--- src/hw/rtl/swrm_ram.sv ---
module swrm_ram #(
  parameter int unsigned WIDTH = 8,
  parameter int unsigned DEPTH = 16
) (
  input  logic                     clk,
  input  logic                     wr_en,
  input  logic [$clog2(DEPTH)-1:0] wr_addr,
  input  logic [WIDTH-1:0]         wr_data,
  input  logic                     rd_en,
  input  logic [$clog2(DEPTH)-1:0] rd_addr,
  output logic [WIDTH-1:0]         rd_data
);

  logic [WIDTH-1:0] mem [DEPTH];
  logic [WIDTH-1:0] rd_data_r;

  always_ff @(posedge clk) begin
    if (wr_en) begin
      mem[wr_addr] <= wr_data;
    end
    if (rd_en) begin
      rd_data_r <= mem[rd_addr];
    end
  end

  assign rd_data = rd_data_r;

endmodule

--- config.mk ---
export PLATFORM = sky130hd
export DESIGN_NAME = swrm_ram
export DESIGN_NICKNAME = d
export VERILOG_FILES = /design/src/hw/rtl/swrm_ram.sv
export SDC_FILE = /design/constraint.sdc
export NUM_CORES = 1
export LEC_CHECK = 0
export BUFFER_PORTS_ARGS = -buffer_cell sky130_fd_sc_hd__buf_4
export CELL_PAD_IN_SITES_DETAIL_PLACEMENT = 1
export CELL_PAD_IN_SITES_GLOBAL_PLACEMENT = 1
export CORE_MARGIN = 4
export CORE_UTILIZATION = 45
export CTS_CLUSTER_SIZE = 16
export DETAILED_ROUTE_END_ITERATION = 6
export PLACE_DENSITY_LB_ADDON = 0.1
export SLEW_MARGIN = 0
export SYNTH_ARGS = -nofsm -noshare
export SYNTH_HDL_FRONTEND = slang
export SYNTH_SLANG_ARGS = --single-unit
--- constraint.sdc ---
create_clock -name clk -period 2.65 [get_ports clk]
set_clock_uncertainty 0.2 [all_clocks]
set_input_delay 0.265 -clock clk [delete_from_list [all_inputs] [get_ports clk]]
set_output_delay 0.265 -clock clk [all_outputs]
set_load 0.01 [all_outputs]
==> run summary <==
ROUTING
----------------------------------------------------------------------------------------------------
First-pass detailed-route iteration total .............................................            4
Wirelength per Cell ...................................................................      24.7 um
Number of nets with antenna violations after routing ..................................            0
Post-Route WL .........................................................................      11.0 mm
Post-route DRC ........................................................................            0
Via total after detailed routing ......................................................         2483
Per-cell via count in the routed design ...............................................         5.54
Violation count after the first detailed-routing iteration ............................          129

YOSYS
----------------------------------------------------------------------------------------------------
Most frequently used flop master after synthesis ...................................... sky130_fd_sc_hd__edfxtp_1
Commonest cells post-synth ............................................................ sky130_fd_sc_hd__edfxtp_1, sky130_fd_sc_hd__mux4_2, sky130_fd_sc_hd__a22oi_1
Top post-synthesis cells by area ...................................................... sky130_fd_sc_hd__edfxtp_1, sky130_fd_sc_hd__mux4_2, sky130_fd_sc_hd__mux4_1
Total of flip-flops plus latches after synthesis ......................................          136
Proportion of synthesized chip area in sequential cells ...............................        0.781
Largest area contributor in the synthesized netlist ................................... sky130_fd_sc_hd__edfxtp_1
Area of the mapped netlist ............................................................ 0.00523 mm^2
Cell with the most instances after synthesis .......................................... sky130_fd_sc_hd__edfxtp_1
Number of instances in the synthesized netlist ........................................          229
Library cells used by synthesis .......................................................           18
Synthesized area per cell .............................................................    22.8 um^2
Number of synthesized flops with an enable pin ........................................          136
FFs w/ async S/R, synth ...............................................................            0
Total number of yosys warnings ........................................................            0
Share of Yosys cell area claimed by the top area cell type ............................        0.781
Synthesized Nets ......................................................................          248

CELLS AND AREA
----------------------------------------------------------------------------------------------------
Layout cell share with drive strength beyond 1 ........................................        0.302
Ant diodes ............................................................................            0
Fill count ............................................................................          994
Area delta synth->final ...............................................................        21.3%
Post-layout net count .................................................................          311

CLOCK NETWORK
----------------------------------------------------------------------------------------------------
Root Driver ........................................................................... sky130_fd_sc_hd__clkbuf_16
CTS tree ..............................................................................        built
Number of buffers added by the clock tree synthesis step ..............................           17
Number of buffers inserted for hold repair after clock tree synthesis .................            8
Count of instances resized after the clock tree is built ..............................            0
Maximum level of the CTS H-tree .......................................................            4
Max Buffers Root-to-Sink ..............................................................            2
Clock-pin slew reported for the worst setup and hold paths after clock tree synthesis .      0.06 ns
Number of clock sinks seen by CTS .....................................................          136
Clock latency at the later pin of the worst-skew pair .................................      0.41 ns
Post-CTS Repair Setup Buffers .........................................................            0

CRITICAL PATH
----------------------------------------------------------------------------------------------------
Element type at the critical path end .................................................         flop
FF-to-FF setup slack ..................................................................      0.93 ns
Critical-path cell list ............................................................... mux4_2 -> a22oi_1 -> nand2_1
Startpoint types ......................................................................         flop
Buf/Inv on CP .........................................................................            0
Setup crit start ...................................................................... mem[11][7]$_DFFE_PP_
Maximum single-stage delay on the critical path .......................................      0.49 ns
Startpoint of the worst-slack reg-to-reg timing path .................................. mem[11][7]$_DFFE_PP_
Setup Crit Path Kind ..................................................................   reg -> reg
CP arrival ............................................................................      1.65 ns
CP max-delay cell ..................................................................... sky130_fd_sc_hd__mux4_2
Max FO, Critical Path .................................................................            1
Worst Path Required ...................................................................      2.58 ns
CP top delay family ................................................................... multiplexers

TIMING
----------------------------------------------------------------------------------------------------
Number of pins exceeding their max-slew limit in the final report .....................            0
Total negative setup slack ............................................................         0 ns
Relative slew slack ...................................................................        0.560
Shortest period the worst path allows .................................................      1.72 ns
Max Clk Rate ..........................................................................    0.582 GHz
Slew of the pin with the lowest slew margin ...........................................     0.657 ns
Hold Vio Cnt, Final ...................................................................            0
Final worst-path cycle share ..........................................................        0.648
Unrepaired setup endpoints after global routing .......................................        false
Final hold slack ......................................................................   0.00778 ns
Final setup violation count ...........................................................            0

GLOBAL ROUTE
----------------------------------------------------------------------------------------------------
Largest net degree at the start of global routing .....................................           33
GR Overflow Total .....................................................................            0
Gr usage total ........................................................................        0.183
First-pass GRT wire length ............................................................      16.9 mm
Initial antenna violation count .......................................................            0
Vias in the first global route ........................................................         2740

FLOORPLAN
----------------------------------------------------------------------------------------------------
Vertical die dimension ................................................................       116 um
X dimension of the die ................................................................       116 um
Placeable core region .................................................................  0.0114 mm^2
Starting Density ......................................................................        0.458
Die Footprint .........................................................................  0.0134 mm^2
Number of I/O pins ....................................................................           27
Standard-cell rows ....................................................................           39

PLACE
----------------------------------------------------------------------------------------------------
Post-DP HPWL ..........................................................................      6.74 mm
Number of port buffers ................................................................           26
Global placement routability congestion ...............................................        0.714

RUN
----------------------------------------------------------------------------------------------------
Max_cap viols .........................................................................            0

PWR
----------------------------------------------------------------------------------------------------
Largest vdd supply drop ...............................................................   0.000432 V
Power, Total ..........................................................................      4.98 mW
Leakage power summed over all cells ...................................................      2.16 nW
Power density over cell area ..........................................................  785 mW/mm^2

MIN PATH
----------------------------------------------------------------------------------------------------
Hold_sp ...............................................................................   wr_data[4]
Class of the tightest hold or removal check ...........................................    in -> reg

RUN STATUS
----------------------------------------------------------------------------------------------------
Result of the run .....................................................................    completed

==> kinds of logic (layout without fill, tap and decap cells) <==
logic type / Yosys count / count (layout) / synth area share
flops: 136 / 136 / 0.781
simple gates: 35 / 35 / 0.0314
buf+inv: 10 / 86 / 0.0165
compound gates: 16 / 16 / 0.0230
mux: 32 / 32 / 0.148
==> through the flow <==
step / instance area, um^2 / worst slack (ns) / utilization / std cells
global placement: 5690 / 0.511 / 0.498 / 408
finish: 6340 / 0.932 / 0.555 / 448
CTS: 6340 / 0.920 / 0.555 / 448
global route: 6340 / 0.863 / 0.555 / 448
floorplan: 5230 / 0.692 / - / 229
detailed placement: 5690 / 0.519 / 0.498 / 408
==> metal layers <==
metal / track usage / vias up / share of wire
met5: 0 / - / 0
met4: 0.0719 / 0 / 0.0088
met3: 0.0386 / 7 / 0.029
met2: 0.289 / 52 / 0.50
met1: 0.251 / 1317 / 0.46
li1: - / 1107 / -
==> path summary, 6_finish.rpt <==
check	endpoint	cells past startpoint
max	rd_data[7]$_DFFE_PP_	3
min	mem[0][4]$_DFFE_PP_	1
max reg2reg	rd_data[7]$_DFFE_PP_	3
min reg2reg	rd_data[1]$_DFFE_PP_	3
==> cell usage in the layout (no fill, tap or decap), drive strengths merged <==
cell type,synthesis,routed
nand2b,2,2
nor3,4,4
edfxtp,136,136
bufinv,0,3
and2b,1,1
clkinvlp,0,1
clkbuf,0,22
nor2,13,13
nand3,1,1
and2,1,1
dlygate4sd3,0,8
clkinv,0,6
nor2b,1,1
a22oi,16,16
buf,7,46
nand2,9,9
or3b,1,1
nand3b,2,2
mux4,32,32
==> flip-flops by register name, indices dropped and copies added (netlist names) <==
register and count:
mem 128, rd_data 8
==> final cells by class <==
cell class                 count  area (um^2)  area share
tap                          143          179      0.0282
clock buffer                  22          444      0.0700
multi-input combinational     83         1060       0.167
clock inverter                10          128      0.0201
sequential                   136         4080       0.644
timing repair buffer          54          450      0.0710
==> report_power, final <==
| part | leakage (nW) | total (mW) | internal [mW] | switching [mW] |
|---|---|---|---|---|
| Sequential | 1.24 | 2.44 | 2.42 | 0.0130 |
| Combinational | 0.643 | 0.254 | 0.117 | 0.137 |
| Clock | 0.281 | 2.29 | 1.47 | 0.821 |
No activity file was read; power rests on OpenSTA's default activity.
