`src/hw/rtl/swrm_pkg.sv`:
```
package swrm_pkg;

  localparam int unsigned PTS_W   = 48;
  localparam int unsigned BYTES_W = 24;
  localparam int unsigned ARR_W   = 48;
  localparam int unsigned RATE_W  = 32;
  localparam int unsigned WT_W    = 32;

  // Shared divider geometry: widest dividend is span * 100 * 2^16, widest
  // divisor is arrival span * 9.
  localparam int unsigned DIV_NUM_W = 72;
  localparam int unsigned DIV_DEN_W = 52;
  localparam int unsigned DIV_REM_W = DIV_DEN_W + 1;
  localparam int unsigned DIV_CNT_W = 5;

  localparam logic [WT_W-1:0] WINDOW_TICKS_RST = 32'd900000;

  // 8 bits per byte times 90000 ticks per second
  localparam logic [19:0] BPS_SCALE = 20'd720000;
  // 1e6 us per second times 2^16 is 15625 * 2^22
  localparam logic [13:0] FPS_SCALE = 14'd15625;
  localparam int unsigned FPS_SHIFT = 22;
  // pts ticks to us is 100/9, then 2^16 for Q16.16
  localparam logic [6:0]  SPD_SCALE = 7'd100;
  localparam int unsigned SPD_SHIFT = 16;

  typedef enum logic [1:0] {
    OP_BPS = 2'd0,
    OP_FPS = 2'd1,
    OP_SPD = 2'd2
  } op_t;

  typedef enum logic [3:0] {
    ST_IDLE,
    ST_EVICT_RD,
    ST_EVICT,
    ST_WRITE,
    ST_DRAIN_RD,
    ST_DRAIN_CHK,
    ST_PREP,
    ST_DIV,
    ST_OUT
  } state_t;

  typedef enum logic [1:0] {
    DV_IDLE,
    DV_CHECK,
    DV_RUN
  } div_state_t;

endpackage

```
`src/hw/rtl/swrm_div.sv`:
```
module swrm_div (
  input  logic                           clk,
  input  logic                           rst_n,
  input  logic                           start,
  input  logic [swrm_pkg::DIV_NUM_W-1:0] num,
  input  logic [swrm_pkg::DIV_DEN_W-1:0] den,
  output logic                           done,
  output logic [swrm_pkg::RATE_W-1:0]    quo
);

  swrm_pkg::div_state_t state_r, state_nxt;
  logic [swrm_pkg::DIV_REM_W-1:0] rem_r, rem_nxt;
  logic [swrm_pkg::DIV_DEN_W-1:0] den_r, den_nxt;
  logic [31:0]                    lo_r, lo_nxt;
  logic [swrm_pkg::RATE_W-1:0]    quo_r, quo_nxt;
  logic [swrm_pkg::DIV_CNT_W-1:0] cnt_r, cnt_nxt;

  logic [swrm_pkg::DIV_REM_W-1:0] trial;
  logic                           fits;
  logic                           sat;
  logic                           last;

  // trial remainder: shift in the next dividend bit
  assign trial = {rem_r[swrm_pkg::DIV_REM_W-2:0], lo_r[31]};
  assign fits  = trial >= {1'b0, den_r};
  // quotient overflows 32 bits when the upper dividend part reaches the divisor
  assign sat   = rem_r >= {1'b0, den_r};
  assign last  = cnt_r == {swrm_pkg::DIV_CNT_W{1'b1}};

  always_comb begin
    state_nxt = state_r;
    case (state_r)
      swrm_pkg::DV_IDLE: begin
        if (start) begin
          state_nxt = swrm_pkg::DV_CHECK;
        end
      end
      swrm_pkg::DV_CHECK: begin
        state_nxt = sat ? swrm_pkg::DV_IDLE : swrm_pkg::DV_RUN;
      end
      swrm_pkg::DV_RUN: begin
        if (last) begin
          state_nxt = swrm_pkg::DV_IDLE;
        end
      end
      default: state_nxt = swrm_pkg::DV_IDLE;
    endcase
  end

  always_comb begin
    rem_nxt = rem_r;
    den_nxt = den_r;
    lo_nxt  = lo_r;
    quo_nxt = quo_r;
    cnt_nxt = cnt_r;
    case (state_r)
      swrm_pkg::DV_IDLE: begin
        if (start) begin
          rem_nxt = swrm_pkg::DIV_REM_W'(num[swrm_pkg::DIV_NUM_W-1:32]);
          lo_nxt  = num[31:0];
          den_nxt = den;
          cnt_nxt = '0;
        end
      end
      swrm_pkg::DV_RUN: begin
        rem_nxt = fits ? trial - {1'b0, den_r} : trial;
        lo_nxt  = {lo_r[30:0], 1'b0};
        quo_nxt = {quo_r[swrm_pkg::RATE_W-2:0], fits};
        cnt_nxt = cnt_r + 1'b1;
      end
      default: begin
      end
    endcase
  end

  always_comb begin
    done = 1'b0;
    quo  = quo_nxt;
    case (state_r)
      swrm_pkg::DV_CHECK: begin
        done = sat;
        quo  = '1;
      end
      swrm_pkg::DV_RUN: begin
        done = last;
      end
      default: begin
      end
    endcase
  end

  always_ff @(posedge clk) begin
    if (!rst_n) begin
      state_r <= swrm_pkg::DV_IDLE;
    end else begin
      state_r <= state_nxt;
    end
    rem_r <= rem_nxt;
    den_r <= den_nxt;
    lo_r  <= lo_nxt;
    quo_r <= quo_nxt;
    cnt_r <= cnt_nxt;
  end

endmodule

```
`config.mk`:
```
export PLATFORM = sky130hd
export DESIGN_NAME = swrm_div
export DESIGN_NICKNAME = d
export VERILOG_FILES = /design/src/hw/rtl/swrm_pkg.sv /design/src/hw/rtl/swrm_div.sv
export SDC_FILE = /design/constraint.sdc
export NUM_CORES = 1
export LEC_CHECK = 0
export BUFFER_PORTS_ARGS = -buffer_cell sky130_fd_sc_hd__buf_4
export CAP_MARGIN = 20
export CORE_UTILIZATION = 59
export DETAILED_ROUTE_END_ITERATION = 10
export PLACE_DENSITY = 0.81
export SLEW_MARGIN = 15
export SYNTH_ARGS = -nofsm -noshare
export SYNTH_HDL_FRONTEND = slang
export SYNTH_SLANG_ARGS = --single-unit
```
`constraint.sdc`:
```
create_clock -name clk -period 6.8 [get_ports clk]
set_input_delay 0 -clock clk [delete_from_list [all_inputs] [get_ports clk]]
set_output_delay 0 -clock clk [all_outputs]
set_load 0.05 [all_outputs]
```
==> impl_metrics.yaml <==
floorplanning:
  io_pins: 160
  core_area_mm2: 0.0190
  die_w_um: 142
  die_h_um: 142
  fp-row-count: 50
  start_util_pct: 61.2
  die_area_mm2: 0.0202
final_layout:
  final_util_pct: 78.6
  num_antenna_cells: 0
  area_growth_pct: 28.5
  nFillCells: 1230
  num-nets-final: 1679
  layout_commonest_cell: "buf_4"
  final_cell_mix: "buf_4 (165), edfxtp_1 (142), dlygate4sd3_1 (126), nand2_1 (118), ha_1 (108)"
  drive_gt1_share_pct: 19.0
  final_cells: 1715
logic_synthesis:
  synth_area_leader_cell: "edfxtp_1"
  yosysSeqAreaShare_pct: 42.7
  synth_area_leaders: "edfxtp_1 (37%), ha_1 (12%), mux2_2 (6.3%)"
  async_reset_ff_share_pct: 0
  avgSynthCellArea_um2: 9.83
  synth-edff-count: 142
  ys_warn_count: 0
  syn_inst: 1179
  ys_ff_latch: 176
  ys.flop_type: "edfxtp_1"
  syn_area_mm2: 0.0116
  syn_nets: 1416
  ys_types: 65
  synth_top_area_share_pct: 36.8
sta:
  setup_violations: 0
  worst_pin_slew_ns: 1.07
  max_freq_mhz: 235
  skew_ns: 0.0171
  slew_viol_final: 0
  fin_crit_sh_pct: 62.7
  setup_tns_ns: 0
  rsz0062_at_grt: "false"
  finalHoldViolCount: 0
  fin_crit_ns: 4.26
  relSlewSlack_pct: 27.0
worst_setup_path:
  start_kind: "flip-flop"
  worst-setup-path-type: "flip-flop to output port"
  end_kind: "output port"
  cp.arrival_ns: 4.26
  cp.required_ns: 6.80
  cp_max_fo: 3
drt:
  postRouteAntennaNets: 0
  viasPerCell: 5.98
  drtPass1Iterations: 5
  routed_wl_mm: 32.8
  drc: 0
  num_vias: 10255
  drtIter0Drc: 701
  wl_per_cell_um: 19.1
global_routing:
  antenna_found_initial: 0
  use_met1_pct: 36.9
  grt-ovfl-total: 0
  grt_pass1_wl_mm: 51.3
  grtUsageMet3_pct: 5.52
  grt_pass1_vias: 10460
  grt_usage_pct: 32.9
  use_met2_pct: 59.9
  grt_max_degree: 62
  busiest_layer: "met2"
clock_tree:
  h-tree-depth: 4
  insertion_delay_ns: 0.45
  clockBufferDepth: 2
  clk_pin_slew_ns: 0.08
  cts_made_buffers: 17
  cts_resized: 0
  cts_tree: "yes"
  clock_sinks: 176
  cts_root_buffer: "clkbuf_16"
  holdBufCountCts: 126
  postCtsSetupBuffers: 0
status:
  status: "finished clean"
power_and_ir_drop:
  netSwitchingFraction_pct: 35.5
  pwr-share-comb_pct: 31.8
  share_seq_of_total_power_pct: 38.1
  p_switching_w: 0.00123
  power_frac_clock_pct: 30.1
  powerDensity_mw_per_mm2: 233
  ir_drop_mv: 0.207
  p_total_w: 0.00348
  power.internal_w: 0.00224
  leakagePower_nw: 6.53
placed_design:
  place_inst: 1556
  port_buffers: 159
  dp_hpwl_mm: 20.5
  gp_congestion: 0.941
min_path:
  hold_path.class: "input port to flip-flop"
job:
  cap_violations: 0
flip-flops by register name, indices dropped and copies added, names as in the netlist:
register	count
quo_r	32
lo_r	32
state_r	2
cnt_r	5
den_r	52
rem_r	53
metal layers:
| layer | vias up | wire, µm |
|---|---|---|
| met2 | 399 | 16900 |
| met5 | - | 0 |
| met1 | 4891 | 12800 |
| met4 | 0 | 1280 |
| li1 | 4863 | - |
| met3 | 102 | 1740 |
path summary, 6_finish.rpt:
path	start	endpoint	slack, ns	depth (start not counted)
hold / removal	den[35]	den_r[35]	0.27	2
setup / recovery	rem_r[6]	done	2.54	12
setup reg to reg	den_r[0]	rem_r[50]	2.92	11
hold reg to reg	quo_r[27]	quo_r[27]	0.50	1
stage by stage:
step           cell area (µm²)  setup WS (ns)  hold slack [ns]
5_1_grt                  14900           2.46            0.270
2_1_floorplan            11600          0.852           0.0989
3_3_place_gp             13000           2.78            0.179
6_report                 14900           2.54            0.274
3_5_place_dp             13000           2.63            0.179
4_1_cts                  14900           2.15            0.259
cells in the mapped netlist (9+ instances only):
| cell | number |
|---|---|
| a21o_1 | 41 |
| xor2_1 | 13 |
| nand4_1 | 24 |
| o21bai_1 | 11 |
| nand2_1 | 118 |
| and2_1 | 9 |
| nand2b_1 | 41 |
| a21oi_1 | 81 |
| clkbuf_1 | 26 |
| nor2_1 | 81 |
| dfxtp_1 | 34 |
| a31oi_1 | 36 |
| xnor2_1 | 22 |
| nor2b_1 | 13 |
| nor3_1 | 9 |
| inv_1 | 73 |
| o21ai_0 | 52 |
| and3_1 | 10 |
| edfxtp_1 | 142 |
| mux2_2 | 65 |
| ha_1 | 109 |
| nand3_1 | 37 |
| o211ai_1 | 11 |
| buf_2 | 14 |
area by class of cell:
class	instances	area [µm²]	area share [%]
multi-input combinational	881	6200	41.6
sequential	176	4940	33.2
timing repair buffer	292	2530	17.0
clock buffer	18	450	3.02
tap	260	325	2.18
inverter	74	278	1.86
clock inverter	14	180	1.21
logic make-up (layout without fill, tap and decap cells):
logic type / count (synthesis) / count (layout) / synth area share, %
XOR/XNOR: 35 / 35 / 2.64
AND/OR/NAND/NOR: 372 / 372 / 15.6
AO/OA/AOI/OAI: 292 / 292 / 16.1
adder cells (fa/ha/maj): 110 / 110 / 11.9
multiplexers: 72 / 72 / 6.92
buffers and inverters: 122 / 398 / 4.17
flip-flops: 176 / 176 / 42.7
power groups by stage:
stage	clock (W)	combinational, W	sequential [W]
after floorplan	0	0.000732	0.00133
after global placement	0	0.000989	0.00134
after detailed placement	0	0.00100	0.00134
after CTS	0.00104	0.00107	0.00132
after global routing	0.00109	0.00120	0.00133
final	0.00105	0.00111	0.00132
worst max-delay path, cell delays in order, from the launching register on:
cell,delay (ns)
edfxtp_1,0.44
ha_1,0.37
a21oi_1,0.20
nor2b_1,0.07
o21ai_0,0.21
nand3_1,0.12
o211ai_1,0.28
a2111oi_0,0.17
buf_4,0.18
o41a_1,0.38
a2111oi_0,0.93
o21ai_0,0.22
buf_4,0.24
(Power assumes the default switching activity.)
